`src/rtl/ptph_pkg.sv`:
```
// ----------------------------------------------------------------------------
// ptph_pkg: shared types and constants for the profile tag parser
// character codes, line parser phases and the result beat layout
// ----------------------------------------------------------------------------
package ptph_pkg;

    localparam int CHAR_W      = 8;
    localparam int HASH_W      = 32;
    localparam int FIELD12_W   = 12;
    localparam int LINE_W      = 32;
    localparam int OUT_DATA_W  = 104;   // 100 bits of fields, padded to bytes

    localparam logic [CHAR_W-1:0] PIPE_CHAR  = 8'h7C;
    localparam logic [CHAR_W-1:0] MINUS_CHAR = 8'h2D;
    localparam logic [CHAR_W-1:0] DIGIT_0    = 8'h30;
    localparam logic [CHAR_W-1:0] DIGIT_9    = 8'h39;

    localparam logic [31:0] FIELD12_MAX = 32'd4095;

    // line number parser phase
    typedef enum logic [3:0] {
        PH_IDLE   = 4'b0001,
        PH_SIGN   = 4'b0010,
        PH_DIGITS = 4'b0100,
        PH_DONE   = 4'b1000
    } line_phase_t;

    // one result beat, tag_hash in the lowest bits and the pad in the highest
    typedef struct packed {
        logic [OUT_DATA_W-101:0]    pad;
        logic [FIELD12_W-1:0]       name_len;
        logic [FIELD12_W-1:0]       name_offset;
        logic signed [LINE_W-1:0]   line_value;
        logic [FIELD12_W-1:0]       file_len;
        logic [HASH_W-1:0]          tag_hash;
    } result_t;

    // saturate a count into a 12-bit field
    function automatic logic [FIELD12_W-1:0] clamp12(input logic [31:0] v);
        logic [31:0] r;
        begin
            r = (v > FIELD12_MAX) ? FIELD12_MAX : v;
            clamp12 = r[FIELD12_W-1:0];
        end
    endfunction

endpackage

```
`src/rtl/profile_tag_parse_hash.sv`:
```
// ----------------------------------------------------------------------------
// profile_tag_parse_hash: hash and field parser for file|line|name tags
// ----------------------------------------------------------------------------
// usage:
//   the slave stream carries one tag byte per beat in s_axis_tdata[7:0],
//   with s_axis_tlast on the final byte of the tag
//   the master stream gives one beat per tag, after the tlast byte: the
//   65599 multiplicative hash of all bytes, the file-name length, the signed
//   line number, the name offset and name length; m_axis_tuser flags a tag
//   longer than MAX_LEN bytes
//   timing: a byte is registered on acceptance and then folded into the
//   running state; the result beat is registered when the tlast byte leaves
//   the byte register
//   throughput: one byte per cycle but for the stall below; the hash step is
//   a shift-and-add (h<<16 + h<<6 - h + byte), the line step a x10 one, both
//   combinational between the byte register and the state/result registers
//   stall: while a result beat waits, further bytes keep streaming into the
//   next tag; only a second tlast byte waits in the byte register, with
//   tready low, until the pending result is taken
//   reset: clears the running state and both valid flags; the next byte is
//   the first of a new tag
// ----------------------------------------------------------------------------
module profile_tag_parse_hash #(
    parameter int MAX_LEN = 4096
) (
    input  logic                             clk,
    input  logic                             rst_n,
    // slave side
    input  logic                             s_axis_tvalid,
    output logic                             s_axis_tready,
    input  logic [ptph_pkg::CHAR_W-1:0]      s_axis_tdata,   // char_byte
    input  logic                             s_axis_tlast,   // is_last
    // master side
    output logic                             m_axis_tvalid,
    input  logic                             m_axis_tready,
    // tag_hash, file_len, line_value, name_offset, name_len, zero pad
    output logic [ptph_pkg::OUT_DATA_W-1:0]  m_axis_tdata,
    output logic                             m_axis_tuser    // too_long
);
    import ptph_pkg::*;

    // byte count saturates at MAX_LEN+1
    localparam int PosW = $clog2(MAX_LEN + 2);
    localparam logic [PosW-1:0] PosSat = PosW'(MAX_LEN + 1);
    localparam logic [PosW-1:0] PosMax = PosW'(MAX_LEN);

    // byte register
    logic                 s1_valid_reg;
    logic [CHAR_W-1:0]    char_reg;
    logic                 last_reg;
    logic                 s1_go;
    logic                 s1_fire;

    // running tag state
    logic [HASH_W-1:0]    hash_reg,        hash_next;
    logic [PosW-1:0]      pos_reg,         pos_next;
    logic                 first_pipe_reg,  first_pipe_next;
    logic [PosW-1:0]      file_len_reg,    file_len_next;
    logic [PosW-1:0]      name_start_reg,  name_start_next;
    logic [LINE_W-1:0]    line_accum_reg,  line_accum_next;
    line_phase_t          phase_reg,       phase_next;
    logic                 line_neg_reg,    line_neg_next;
    logic                 overflow_reg,    overflow_next;

    // result register
    logic                 m_valid_reg;
    result_t              result_reg,      result_next;
    logic                 too_long_reg;

    logic                 is_digit;
    logic [LINE_W-1:0]    digit_val;
    logic [LINE_W-1:0]    line_final;
    logic [PosW-1:0]      name_len_raw;

    // a tlast byte may only advance when the result register is free or being taken
    assign s1_go         = !last_reg || !m_valid_reg || m_axis_tready;
    assign s1_fire       = s1_valid_reg && s1_go;
    assign s_axis_tready = !s1_valid_reg || s1_go;

    assign m_axis_tvalid = m_valid_reg;
    assign m_axis_tdata  = result_reg;
    assign m_axis_tuser  = too_long_reg;

    // per-byte update of the running state
    always_comb
    begin
        hash_next       = hash_reg;
        pos_next        = pos_reg;
        first_pipe_next = first_pipe_reg;
        file_len_next   = file_len_reg;
        name_start_next = name_start_reg;
        line_accum_next = line_accum_reg;
        phase_next      = phase_reg;
        line_neg_next   = line_neg_reg;
        overflow_next   = overflow_reg;

        is_digit  = (char_reg >= DIGIT_0) && (char_reg <= DIGIT_9);
        digit_val = LINE_W'(char_reg - DIGIT_0);

        // line number parser on the bytes after the first pipe
        case (phase_reg)
            PH_SIGN:
            begin
                if (char_reg == MINUS_CHAR)
                begin
                    line_neg_next = 1'b1;
                    phase_next    = PH_DIGITS;
                end
                else if (is_digit)
                begin
                    line_accum_next = digit_val;
                    phase_next      = PH_DIGITS;
                end
                else
                begin
                    phase_next = PH_DONE;
                end
            end
            PH_DIGITS:
            begin
                if (is_digit)
                    line_accum_next = (line_accum_reg << 3) + (line_accum_reg << 1)
                                      + digit_val;
                else
                    phase_next = PH_DONE;
            end
            default:
            begin
                phase_next = phase_reg;
            end
        endcase

        pos_next = (pos_reg < PosSat) ? pos_reg + 1'b1 : pos_reg;
        if (pos_next > PosMax)
            overflow_next = 1'b1;

        if (char_reg == PIPE_CHAR)
        begin
            if (!first_pipe_reg)
            begin
                first_pipe_next = 1'b1;
                file_len_next   = pos_reg;
                line_accum_next = '0;
                line_neg_next   = 1'b0;
                phase_next      = PH_SIGN;
            end
            else
            begin
                name_start_next = pos_next;
            end
        end

        // h * 65599 + byte, with 65599 = 2^16 + 2^6 - 1
        hash_next = (hash_reg << 16) + (hash_reg << 6) - hash_reg
                    + HASH_W'(char_reg);

        // result fields from the updated state
        line_final   = line_neg_next ? (LINE_W'(0) - line_accum_next) : line_accum_next;
        name_len_raw = (pos_next >= name_start_next) ? (pos_next - name_start_next)
                                                     : '0;

        result_next             = '0;
        result_next.tag_hash    = hash_next;
        result_next.file_len    = clamp12(32'(file_len_next));
        result_next.line_value  = line_final;
        result_next.name_offset = clamp12(32'(name_start_next));
        result_next.name_len    = clamp12(32'(name_len_raw));
    end

    // byte register
    always_ff @(posedge clk or negedge rst_n)
    begin
        if (!rst_n)
            s1_valid_reg <= 1'b0;
        else if (s_axis_tready)
            s1_valid_reg <= s_axis_tvalid;
    end

    always_ff @(posedge clk)
    begin
        if (s_axis_tvalid && s_axis_tready)
        begin
            char_reg <= s_axis_tdata;
            last_reg <= s_axis_tlast;
        end
    end

    // running state, cleared after the tlast byte
    always_ff @(posedge clk or negedge rst_n)
    begin
        if (!rst_n)
        begin
            hash_reg       <= '0;
            pos_reg        <= '0;
            first_pipe_reg <= 1'b0;
            file_len_reg   <= '0;
            name_start_reg <= '0;
            line_accum_reg <= '0;
            phase_reg      <= PH_IDLE;
            line_neg_reg   <= 1'b0;
            overflow_reg   <= 1'b0;
        end
        else if (s1_fire)
        begin
            if (last_reg)
            begin
                hash_reg       <= '0;
                pos_reg        <= '0;
                first_pipe_reg <= 1'b0;
                file_len_reg   <= '0;
                name_start_reg <= '0;
                line_accum_reg <= '0;
                phase_reg      <= PH_IDLE;
                line_neg_reg   <= 1'b0;
                overflow_reg   <= 1'b0;
            end
            else
            begin
                hash_reg       <= hash_next;
                pos_reg        <= pos_next;
                first_pipe_reg <= first_pipe_next;
                file_len_reg   <= file_len_next;
                name_start_reg <= name_start_next;
                line_accum_reg <= line_accum_next;
                phase_reg      <= phase_next;
                line_neg_reg   <= line_neg_next;
                overflow_reg   <= overflow_next;
            end
        end
    end

    // result register
    always_ff @(posedge clk or negedge rst_n)
    begin
        if (!rst_n)
            m_valid_reg <= 1'b0;
        else if (s1_fire && last_reg)
            m_valid_reg <= 1'b1;
        else if (m_axis_tready)
            m_valid_reg <= 1'b0;
    end

    always_ff @(posedge clk)
    begin
        if (s1_fire && last_reg)
        begin
            result_reg   <= result_next;
            too_long_reg <= overflow_next;
        end
    end

endmodule

```
`config.mk`:
```
export PLATFORM = sky130hd
export DESIGN_NAME = profile_tag_parse_hash
export DESIGN_NICKNAME = d
export VERILOG_FILES = /design/src/rtl/ptph_pkg.sv /design/src/rtl/profile_tag_parse_hash.sv
export SDC_FILE = /design/constraint.sdc
export NUM_CORES = 1
export LEC_CHECK = 0
export BUFFER_PORTS_ARGS = -buffer_cell sky130_fd_sc_hd__buf_2
export CORE_MARGIN = 10
export CORE_UTILIZATION = 55
export CTS_CLUSTER_DIAMETER = 100
export CTS_CLUSTER_SIZE = 24
export DETAILED_ROUTE_END_ITERATION = 8
export GPL_ROUTABILITY_DRIVEN = 0
export PLACE_DENSITY_LB_ADDON = 0.05
export SYNTH_ARGS = -nofsm -noshare
export SYNTH_HDL_FRONTEND = slang
export SYNTH_SLANG_ARGS = --single-unit
```
`constraint.sdc`:
```
create_clock -name clk -period 9.2 [get_ports clk]
set_input_delay 0.92 -clock clk [delete_from_list [all_inputs] [get_ports clk]]
set_output_delay 0.92 -clock clk [all_outputs]
set_load 0.02 [all_outputs]
```
==> out/qor.csv <==
stage,metric,value,unit
sta,relSlewSlack,0.237,
yosys,synth.area.top_cells,"edfxtp_1 (22%), dfrtp_1 (19%), ha_1 (7.7%)",
sta,finalCritPeriodShare,0.604,
worst_setup_path,cpMaxStageDelayCell,a21oi_1,
routing,drtIter0Drc,1115,
finish,nFillCells,2341,
sta,max_freq,180,MHz
finish,final_cells,1958,
routing,ant_nets,0,
yosys,synthCells,1525,
grt,grt_pass1_wl,65.5,mm
worst_setup_path,r2r-start,char_reg[4]$_DFFE_PP_,
clock_network,ctsHoldBuffers,0,
place,port_buffers,115,
place,placedInstanceArea,15900,um2
routing,drc,0,
yosys,async_flop_share,0.505,
place,dp_worst_setup_slack,3.72,ns
grt,grt_pass1_vias,11600,
yosys,synth-edff-count,110,
clock_network,root_buffer,clkbuf_16,
sta,fin_crit,5.55,ns
sta,skew,0.0280,ns
finish,largest_register_ffs,100,
grt,grt_usage,0.240,
place,dp.cells,1935,
routing,dr.pass1.iters,6,
floorplanning,die_x,185,um
finish,fin_area,16300,um2
sta,tns,0,ns
finish,syn_to_final_growth,8.83,%
grt,antenna_found_initial,0,
yosys,synth_top_cell_area_share,0.221,
floorplanning,coreArea,26900,um2
finish,diodes,0,
worst_setup_path,path_cells,"ha_1, nand4_1, nor2_1, nand2_1, a21oi_1, ha_1, nor2b_1, o21ai_0, a21boi_0, o21ai_0, a21boi_0, o21ai_0, a21oi_1, nor4_1, o21ai_0, a21oi_1, a21oi_1",
finish,final_util,0.606,
worst_setup_path,r2r.worst_path.cells,17,
routing,drt_wl_total,41.3,mm
run,drv_cap,0,
sta,worst_slew_pin_slew,1.14,ns
yosys,synth_area_leader_cell,edfxtp_1,
floorplanning,initial_core_util,0.557,
power_and_ir_drop,powerDensity,271,nW/um2
place,hpwl,30.5,mm
finish,layout_commonest_cell,nand2_1,
worst_setup_path,worstSetupStartpointType,flip-flop,
worst_setup_path,slowest_delay,0.73,ns
yosys,synth_xor_area_frac,0.0608,
sta,final-hold-violation-count,0,
clock_network,cts_resized,0,
yosys,synth_top_family_by_area,compound AO/OA/AOI/OAI gates,
routing,wl_per_cell,21.1,um
routing,vias,12000,
clock_network,clk_pin_slew,0.11,ns
yosys,synth_warnings,0,
finish,drive_gt1_frac,0.121,
hold_path,hp-class,input pin to async pin,
clock_network,clock-sinks,222,
worst_setup_path,crit_type,flip-flop to flip-flop,
grt,overflow,0,
yosys,syn_area_per_cell,9.82,um2
worst_setup_path,cp.arrival,5.77,ns
sta,rsz0062_at_grt,false,
power_and_ir_drop,p_leak,7.44,nW
sta,fin_ws,3.65,ns
yosys,synth_area,15000,um2
clock_network,cts_setup_buffers,0,
run_status,outcome,finished clean,
routing,routed_via_density,6.11,
worst_setup_path,required,9.42,ns
yosys,synth_mux_area_frac,0.00610,
sta,final-setup-viol-count,0,
finish,final_nets,1763,
worst_setup_path,worst-path-max-fanout,21,
finish,final_cell_mix,"nand2_1 (139), o21ai_0 (135), a21oi_1 (114), buf_2 (114), dfrtp_1 (111)",
yosys,synth_compound_area_frac,0.200,
yosys,synthAdderAreaFrac,0.141,
floorplanning,io_pins,120,
floorplanning,dieArea,34200,um2
sta,report.final.slew_viol_count,0,
grt,grt_start_max_net_pins,73,
worst_setup_path,r2r-end,m_axis_tdata[96]$_SDFFCE_PN1P_,
floorplanning,rows,60,
worst_setup_path,rrSetupSlack,3.65,ns
clock_network,numCtsBuffers,14,
clock_network,ctsHtreeMaxLevel,1,
clock_network,clock_path_buffers,3,
yosys,ys_types,92,
yosys,ys_ff_latch,222,
clock_network,cts_tree,built,
yosys,ys.flop_type,dfrtp_1,
power_and_ir_drop,peakVddDrop,0.201,mV
yosys,yosysSeqAreaShare,0.408,
clock_network,clk_latency,0.51,ns
yosys,synth-simple-area-share,0.137,
floorplanning,die_y,185,um
worst_setup_path,worst_setup_path_end_kind,flip-flop,
## metal layers
layer  GRT usage  vias to the layer above  wire [um]
met1       0.337                     5893      18600
li1            -                     5650          -
met2       0.384                      363      19200
met4      0.0640                        0       1170
met3      0.0282                       59       2370
met5           0                        -          0
## logic make-up after synthesis
logic type / count (synthesis)
compound gates: 462
buf+inv: 174
xor+xnor: 104
mux: 9
simple gates: 413
other cells: 1
fa+ha+maj: 140
flops: 222
## critical path: cells and delay by family, from the launching register on
kind                       cells  cell delay, ns
DFF                            1            0.54
and+or+nand+nor                5            1.40
adders and majority gates      2            0.78
AOI/OAI and AO/OA             10            2.52
## Yosys cell counts, types with 26 or more instances
master and count:
nand2_1 140, o21ai_0 135, a21oi_1 114, dfrtp_1 111
edfxtp_1 110, inv_1 106, ha_1 92, nor2_1 91
xnor2_1 75, clkbuf_1 49, fa_1 48, nor3_1 43
a22o_1 38, xor2_1 29, nand3_1 26
## how the worst max path moves through the flow
stage / slack [ns] / from / cells past startpoint / to
final: 3.65 / char_reg[4]$_DFFE_PP_ / 17 / m_axis_tdata[96]$_SDFFCE_PN1P_
after detailed placement: 3.72 / char_reg[4]$_DFFE_PP_ / 17 / m_axis_tdata[96]$_SDFFCE_PN1P_
after global routing: 2.99 / char_reg[4]$_DFFE_PP_ / 17 / m_axis_tdata[93]$_SDFFCE_PN1P_
after CTS: 3.67 / char_reg[4]$_DFFE_PP_ / 17 / m_axis_tdata[96]$_SDFFCE_PN1P_
after global placement: 3.94 / char_reg[4]$_DFFE_PP_ / 15 / m_axis_tdata[75]$_DFFE_PP_
after floorplan: 2.33 / char_reg[4]$_DFFE_PP_ / 16 / m_axis_tdata[75]$_DFFE_PP_
## cell type report
type	instances	area, um2	area share
Multi-Input combinational cell	1132	8200	0.503
Timing Repair Buffer	133	713	0.0438
Inverter	107	404	0.0248
Tap cell	341	427	0.0262
Sequential cell	222	6110	0.375
Clock inverter	3	47.5	0.00292
Clock buffer	20	394	0.0242
## per-stage QoR
stage / power, W / hold slack, ns
after CTS: 0.00442 / 0.424
after global placement: 0.00370 / 0.461
after detailed placement: 0.00373 / 0.471
after global routing: 0.00475 / 0.446
after floorplan: 0.00316 / 0.450
final: 0.00441 / 0.403
## where the power goes
group / internal, W / switching (W)
Combinational: 0.000904 / 0.00141
Clock: 0.000315 / 0.000369
Sequential: 0.00134 / 0.0000788
Total: 0.00256 / 0.00185
(Power assumes the default switching activity.)
